File: src/design/mcr_pkg.sv
// Shared types, widths and constants of the midpoint circle rasterizer.
package mcr_pkg;

  // Width of the internal centre and point arithmetic; results wrap at this width.
  localparam int unsigned CoordBits  = 16;
  // Fixed field widths of the transactions.
  localparam int unsigned PortBits   = 16;
  localparam int unsigned RadiusBits = 12;
  localparam int unsigned OffBits    = 14;
  localparam int unsigned DecBits    = 16;
  // Eight mirrored points per offset pair.
  localparam int unsigned NumOctants = 8;
  localparam int unsigned OctBits    = $clog2(NumOctants);
  localparam logic [OctBits-1:0] OctLast = OctBits'(NumOctants - 1);

  // Midpoint update terms: 2*dx + 3 or 2*dx - 2*dy + 5.
  localparam logic signed [DecBits-1:0] DecIncHold = DecBits'(3);
  localparam logic signed [DecBits-1:0] DecIncMove = DecBits'(5);
  localparam logic signed [DecBits-1:0] DecOne     = DecBits'(1);

  typedef enum logic {
    ModeStart = 1'b0,
    ModeStep  = 1'b1
  } mode_e;

  typedef struct packed {
    mode_e                         mode;
    logic signed [PortBits-1:0]    center_col;
    logic signed [PortBits-1:0]    center_row;
    logic        [RadiusBits-1:0]  circle_radius;
  } in_t;

  typedef struct packed {
    logic signed [PortBits-1:0] point_x;
    logic signed [PortBits-1:0] point_y;
    logic        [OctBits-1:0]  octant;
    logic                       last;
    logic                       done_res;
  } out_t;

  // One offset pair to be mirrored into eight points.
  typedef struct packed {
    logic signed [CoordBits-1:0] cx;
    logic signed [CoordBits-1:0] cy;
    logic signed [OffBits-1:0]   off_x;
    logic signed [OffBits-1:0]   off_y;
    logic                        finish;
  } job_t;

endpackage

File: src/design/midpoint_circle_rasterizer.sv
// Midpoint circle rasterizer top level: state update stage and eight-point serializer.
//
// A start transaction (mode 0) loads a centre and a radius and produces the
// eight mirrored points of the offset pair (0, radius); each following step
// transaction (mode 1) applies one midpoint update and produces the eight
// mirrored points of the new pair, with done_res on the eighth point of the
// step that finishes the circle. A step while no circle is running produces
// nothing. Every emitting transaction yields eight result transactions, one
// per cycle while the output is not stalled; the single output port, fed by
// the octant counter of the serializer, limits the rate. One job register
// sits between the update stage and the serializer, so the next input is
// taken while the current circle points are still going out. The first point
// of an item passes the job register, the current-job register and the output
// register before it appears on the output. Coordinates wrap at sixteen bits.
// There are no configuration registers.
module midpoint_circle_rasterizer (
  input  logic          clk_i,
  input  logic          rst_ni,
  input  logic          in_valid_i,
  output logic          in_ready_o,
  input  mcr_pkg::in_t  in_data_i,
  output logic          out_valid_o,
  input  logic          out_ready_i,
  output mcr_pkg::out_t out_data_o
);
  import mcr_pkg::*;

  // Job handoff between the update stage and the serializer.
  logic job_valid;
  logic job_take;
  job_t job;

  // The update stage holds the circle state and the midpoint decision value.
  mcr_step u_step (
    .clk_i       (clk_i),
    .rst_ni      (rst_ni),
    .in_valid_i  (in_valid_i),
    .in_ready_o  (in_ready_o),
    .in_data_i   (in_data_i),
    .job_valid_o (job_valid),
    .job_o       (job),
    .job_take_i  (job_take)
  );

  // The serializer turns one offset pair into eight points in plotting order.
  mcr_emit u_emit (
    .clk_i       (clk_i),
    .rst_ni      (rst_ni),
    .job_valid_i (job_valid),
    .job_i       (job),
    .job_take_o  (job_take),
    .out_valid_o (out_valid_o),
    .out_ready_i (out_ready_i),
    .out_data_o  (out_data_o)
  );

endmodule

File: src/design/mcr_step.sv
// Circle state and the midpoint update, producing one job per emitting transaction.
module mcr_step (
  input  logic          clk_i,
  input  logic          rst_ni,
  input  logic          in_valid_i,
  output logic          in_ready_o,
  input  mcr_pkg::in_t  in_data_i,
  output logic          job_valid_o,
  output mcr_pkg::job_t job_o,
  input  logic          job_take_i
);
  import mcr_pkg::*;

  logic signed [OffBits-1:0]   off_x_q, off_x_d;
  logic signed [OffBits-1:0]   off_y_q, off_y_d;
  logic signed [DecBits-1:0]   dec_q, dec_d;
  logic signed [CoordBits-1:0] cx_q, cx_d, cy_q, cy_d;
  logic                        active_q, active_d;
  logic                        job_valid_q, job_valid_d;
  job_t                        job_q, job_d;

  logic                        accept;
  logic                        is_start;
  logic                        emit;
  logic signed [DecBits-1:0]   dx_w, dy_w, dec_inc;
  logic signed [OffBits-1:0]   step_x, step_y;

  assign in_ready_o = !job_valid_q || job_take_i;
  assign accept     = in_valid_i && in_ready_o;
  assign is_start   = (in_data_i.mode == ModeStart);
  assign emit       = accept && (is_start || active_q);

  // Midpoint update of a running circle.
  always_comb begin
    dx_w = DecBits'(off_x_q);
    dy_w = DecBits'(off_y_q);
    if (dec_q > 0) begin
      dec_inc = (dx_w <<< 1) - (dy_w <<< 1) + DecIncMove;
      step_y  = off_y_q - OffBits'(1);
    end else begin
      dec_inc = (dx_w <<< 1) + DecIncHold;
      step_y  = off_y_q;
    end
    step_x = off_x_q + OffBits'(1);
  end

  always_comb begin
    off_x_d  = off_x_q;
    off_y_d  = off_y_q;
    dec_d    = dec_q;
    cx_d     = cx_q;
    cy_d     = cy_q;
    active_d = active_q;
    if (accept && is_start) begin
      cx_d     = CoordBits'(in_data_i.center_col);
      cy_d     = CoordBits'(in_data_i.center_row);
      off_x_d  = '0;
      off_y_d  = OffBits'(in_data_i.circle_radius);
      dec_d    = DecOne - DecBits'(in_data_i.circle_radius);
      active_d = 1'b1;
    end else if (accept && active_q) begin
      off_x_d  = step_x;
      off_y_d  = step_y;
      dec_d    = dec_q + dec_inc;
      active_d = !(step_y < step_x);
    end
  end

  always_comb begin
    job_d.cx     = cx_d;
    job_d.cy     = cy_d;
    job_d.off_x  = off_x_d;
    job_d.off_y  = off_y_d;
    job_d.finish = !is_start && (step_y < step_x);
    if (emit) begin
      job_valid_d = 1'b1;
    end else if (job_take_i) begin
      job_valid_d = 1'b0;
    end else begin
      job_valid_d = job_valid_q;
    end
  end

  always_ff @(posedge clk_i or negedge rst_ni) begin
    if (!rst_ni) begin
      off_x_q     <= '0;
      off_y_q     <= '0;
      dec_q       <= '0;
      cx_q        <= '0;
      cy_q        <= '0;
      active_q    <= 1'b0;
      job_valid_q <= 1'b0;
    end else begin
      off_x_q     <= off_x_d;
      off_y_q     <= off_y_d;
      dec_q       <= dec_d;
      cx_q        <= cx_d;
      cy_q        <= cy_d;
      active_q    <= active_d;
      job_valid_q <= job_valid_d;
    end
  end

  always_ff @(posedge clk_i) begin
    if (emit) begin
      job_q <= job_d;
    end
  end

  assign job_valid_o = job_valid_q;
  assign job_o       = job_q;

  // A start always leaves an active circle and a pending job behind.
  a_start_loads: assert property (@(posedge clk_i) disable iff (!rst_ni)
    accept && is_start |=> active_q && job_valid_q)
    else $error("start did not load a job");

  // A step while idle produces nothing.
  a_idle_step_silent: assert property (@(posedge clk_i) disable iff (!rst_ni)
    accept && !is_start && !active_q && !job_valid_q |=> !job_valid_q)
    else $error("idle step produced a job");

  // While a completing job waits, the circle stays idle.
  a_finish_idle: assert property (@(posedge clk_i) disable iff (!rst_ni)
    job_valid_q && job_q.finish |-> !active_q)
    else $error("circle active behind a completing job");

endmodule

File: src/design/mcr_emit.sv
// Serializer that mirrors one offset pair into eight points through an output register.
module mcr_emit (
  input  logic          clk_i,
  input  logic          rst_ni,
  input  logic          job_valid_i,
  input  mcr_pkg::job_t job_i,
  output logic          job_take_o,
  output logic          out_valid_o,
  input  logic          out_ready_i,
  output mcr_pkg::out_t out_data_o
);
  import mcr_pkg::*;

  job_t                        cur_q;
  logic                        cur_valid_q, cur_valid_d;
  logic [OctBits-1:0]          cnt_q, cnt_d;
  logic                        out_valid_q, out_valid_d;
  out_t                        out_q, out_d;

  logic                        load;
  logic                        end_job;
  logic signed [CoordBits-1:0] a_w, b_w, u_w, v_w, px, py;

  assign load       = cur_valid_q && (!out_valid_q || out_ready_i);
  assign end_job    = load && (cnt_q == OctLast);
  assign job_take_o = job_valid_i && (!cur_valid_q || end_job);

  // Octant bit 2 swaps the offsets, bit 0 picks the x sign, bit 1 the y sign.
  always_comb begin
    a_w = CoordBits'(cur_q.off_x);
    b_w = CoordBits'(cur_q.off_y);
    u_w = cnt_q[2] ? b_w : a_w;
    v_w = cnt_q[2] ? a_w : b_w;
    px  = cnt_q[0] ? (cur_q.cx + u_w) : (cur_q.cx - u_w);
    py  = cnt_q[1] ? (cur_q.cy - v_w) : (cur_q.cy + v_w);
    out_d.point_x  = PortBits'(px);
    out_d.point_y  = PortBits'(py);
    out_d.octant   = cnt_q;
    out_d.last     = (cnt_q == OctLast);
    out_d.done_res = (cnt_q == OctLast) && cur_q.finish;
  end

  always_comb begin
    if (job_take_o) begin
      cur_valid_d = 1'b1;
    end else if (end_job) begin
      cur_valid_d = 1'b0;
    end else begin
      cur_valid_d = cur_valid_q;
    end
    cnt_d = load ? cnt_q + OctBits'(1) : cnt_q;
    if (load) begin
      out_valid_d = 1'b1;
    end else if (out_ready_i) begin
      out_valid_d = 1'b0;
    end else begin
      out_valid_d = out_valid_q;
    end
  end

  always_ff @(posedge clk_i or negedge rst_ni) begin
    if (!rst_ni) begin
      cur_valid_q <= 1'b0;
      cnt_q       <= '0;
      out_valid_q <= 1'b0;
    end else begin
      cur_valid_q <= cur_valid_d;
      cnt_q       <= cnt_d;
      out_valid_q <= out_valid_d;
    end
  end

  always_ff @(posedge clk_i) begin
    if (job_take_o) begin
      cur_q <= job_i;
    end
    if (load) begin
      out_q <= out_d;
    end
  end

  assign out_valid_o = out_valid_q;
  assign out_data_o  = out_q;

  // The point counter rests at octant zero between jobs.
  a_cnt_idle: assert property (@(posedge clk_i) disable iff (!rst_ni)
    !cur_valid_q |-> cnt_q == '0)
    else $error("octant counter not at zero while idle");

  // The last flag marks exactly the eighth point.
  a_last_octant: assert property (@(posedge clk_i) disable iff (!rst_ni)
    out_valid_q |-> (out_q.last == (out_q.octant == OctLast)))
    else $error("last flag off the eighth point");

  // Completion is only flagged on the eighth point.
  a_done_last: assert property (@(posedge clk_i) disable iff (!rst_ni)
    out_valid_q && out_q.done_res |-> out_q.last)
    else $error("completion flagged before the eighth point");

endmodule
File: config.mk
export PLATFORM = sky130hd
export DESIGN_NAME = midpoint_circle_rasterizer
export DESIGN_NICKNAME = d
export VERILOG_FILES = /design/src/design/mcr_pkg.sv /design/src/design/midpoint_circle_rasterizer.sv /design/src/design/mcr_step.sv /design/src/design/mcr_emit.sv
export SDC_FILE = /design/constraint.sdc
export NUM_CORES = 1
export LEC_CHECK = 0
export BUFFER_PORTS_ARGS = -buffer_cell sky130_fd_sc_hd__buf_4
export CORE_MARGIN = 5
export CORE_UTILIZATION = 45
export CTS_BUF_LIST = sky130_fd_sc_hd__clkbuf_4 sky130_fd_sc_hd__clkbuf_8
export CTS_CLUSTER_DIAMETER = 60
export CTS_CLUSTER_SIZE = 20
export DETAILED_ROUTE_END_ITERATION = 8
export SKIP_CTS_REPAIR_TIMING = 1
export SYNTH_ARGS = -nofsm -noshare
export SYNTH_HDL_FRONTEND = slang
export SYNTH_HIERARCHICAL = 1
export SYNTH_SLANG_ARGS = --single-unit
File: constraint.sdc
create_clock -name clk_i -period 6.3 [get_ports clk_i]
set_input_delay 1.26 -clock clk_i [delete_from_list [all_inputs] [get_ports clk_i]]
set_output_delay 1.26 -clock clk_i [all_outputs]
set_load 0.1 [all_outputs]
==> reports/results.tsv <==
metric	value	unit
status	finished clean	
clock latency on the worst-skew pair	0.57	ns
initial antenna violation count	0	
die height	182.8	µm
Remaining DRCs	0	
commonest cells in the netlist	186 x nand2_1, 159 x edfxtp_1, 96 x ha_1	
Worst setup EP type	flip-flop	
worst endpoint required time	6.63	ns
Post-synth EDFFs	159	
post-synthesis async set-or-reset flop share	34.30	%
clock buffer depth	3	
IO Pins	88	
Syn Nets	1389	
post-synth top area share	35.55	%
Final setup viols	0	
post-DR vias/cell	5.438	
Min-Delay Endpoint	u_emit/a_w[1]	
critical path launch point type	flip-flop	
Synth Flop Type	edfxtp_1	
crit path time final	4.449	ns
worst path bufs/invs	0	
final worst path period share	70.62	%
Max Cap Viol	0	
vias in the first global route	9436	
Final Net Count	1478	
worst-margin pin slew	1.070	ns
Worst path top cell family by delay	simple AND/OR/NAND/NOR gates	
dpl hpwl	23.57	mm
grt ovf	0	
RSZ-0062 raised after global routing	false	
Via Count	9435	
Worst Path Max Fanout	6	
Final TNS setup	0	ns
post-synthesis sequential area ratio	51.01	%
fillcell total	2649	
Slew headroom	28.38	%
drt pass-1 iters	5	
Core Rows	63	
port bufs	87	
CTS clk-pin slew, worst paths	0.11	ns
die area	33400	µm²
Setup Skew	0.01871	ns
Worst Path Arrival	4.78	ns
number of synthesized register bits	242	
max-slew violation count	0	
CTS buffer count	23	
Root Buffer	clkbuf_8	
Hold Violations, Final	0	
kind of critical path	reg -> reg	
cell chain of the critical path	or4_4 -> or3_4 -> or4_4 -> nor3_1 -> xnor2_1 -> ha_1 -> nand4_1 -> nor4_1 -> o21ai_0 -> o21ai_0 -> xnor2_1 -> nor2_1	
FF-to-FF path depth	12	
area leader, netlist	edfxtp_1	
WL/cell	18.51	µm
Max Freq	0.2248	GHz
Gate Count Post-Synth	1240	
total wire length	32.11	mm
Post-DRT Antenna Nets	0	
Synth Warn #	6	
Layout area overhead	12.04	%
# H-tree levels	1	
global-route wire length before repair	51.45	mm
Core Box Area	29560	µm²
delay of the slowest critical-path stage	0.61	ns
share of cells above drive strength 1	13.09	%
GRT Total Usage	19.02	%
syn_area_per_cell	10.83	µm²
initial DRC count	771	
reg-to-reg startpoint	u_step/off_y_q[5]	
worst min path class	reg -> reg	
Yosys cell types	74	
GPL Wtd Cong	0.9128	
hold depth	0	
top-count cell post-synth	nand2_1	
reg2reg end	u_step/job_o[0]	
Die Width	182.8	µm
top cells by area, synth	edfxtp_1 36%, dfrtp_1 15%, ha_1 8.9%	
HP Start	u_step/job_o[16]	
Initial Util	45.44	%
CTS tree	yes	
Syn Std Cell Area	13430	µm²
Num Clock Sinks	242	
largest net degree at the start of global routing	62	
diode count	0	
worst reg2reg setup slack	1.85	ns
slowest stage cell, crit path	nor3_1	
## routing by layer
layer	global-route usage (%)	vias up	share of wire (%)
met2	31.86	210	47
met1	26.70	4499	46
met5	0	-	0
met4	4.323	0	1.7
met3	2.420	38	4.5
li1	-	4688	-
## layout by cell type (no fill, tap or decap), types with 23 or more instances in the layout
| cell | count |
|---|---|
| a21o_1 | 23 |
| a21oi_1 | 72 |
| buf_4 | 98 |
| clkbuf_8 | 23 |
| dfrtp_1 | 82 |
| edfxtp_1 | 159 |
| ha_1 | 96 |
| inv_1 | 40 |
| mux2i_1 | 36 |
| nand2_1 | 185 |
| nand3_1 | 25 |
| nor2_1 | 82 |
| nor3_1 | 31 |
| o21ai_0 | 70 |
| xnor2_1 | 65 |
| xor2_1 | 35 |
## cell type report
cell class                 count  area (µm²)  area share [%]
tap                          390       488.0           3.242
timing repair buffer          98       735.7           4.889
sequential                   242        6853           45.54
clock inverter                16       192.7           1.280
inverter                      41       153.9           1.023
multi-input combinational    923        6295           41.83
clock buffer                  25       331.6           2.203
## stage by stage
step	hold WS [ns]	utilization [%]	instance area [µm²]	std cells	setup WS, ns
finish	0.4182	50.91	15050	1735	1.851
global route	0.4243	50.91	15050	1735	1.576
CTS	0.4171	50.91	15050	1735	1.869
detailed placement	0.4045	49.14	14530	1694	1.886
global placement	0.4005	49.14	14530	1694	1.869
floorplan	0.4003	-	13430	1240	0.6418
## worst max path at each step
stage,from,endpoint,slack [ns],depth (start not counted)
CTS,u_step/off_y_q[5],u_step/job_o[0],1.87,12
global route,u_step/off_x_q[1],u_step/dec_q[15],1.58,21
detailed placement,u_step/off_y_q[5],u_step/job_o[0],1.89,12
global placement,u_step/off_y_q[5],u_step/job_o[0],1.87,12
floorplan,out_ready_i,u_step/job_o[23],0.64,13
finish,u_step/off_y_q[5],u_step/job_o[0],1.85,12
## registers in the layout (all words and copies together) (netlist names), 3 cells and up
name	cells
u_step/job_o	61
u_emit/out_data_o	37
u_emit/cur_q	33
u_step/cx_q	16
u_step/cy_q	16
u_step/dec_q	16
u_emit/a_w	14
u_emit/b_w	14
u_step/off_x_q	14
u_step/off_y_q	14
u_emit/cnt_q	3
## cell families after synthesis
logic type	share of synthesized area (%)
and+or+nand+nor	13.87
adders and majority gates	9.539
muxes	3.186
DFF	51.01
buffers and inverters	2.264
xor gates and xnor gates	6.642
AOI/OAI and AO/OA	13.49
Power is not shown: default switching activity piles up to over one toggle a cycle in this logic, so the estimate is an artifact.
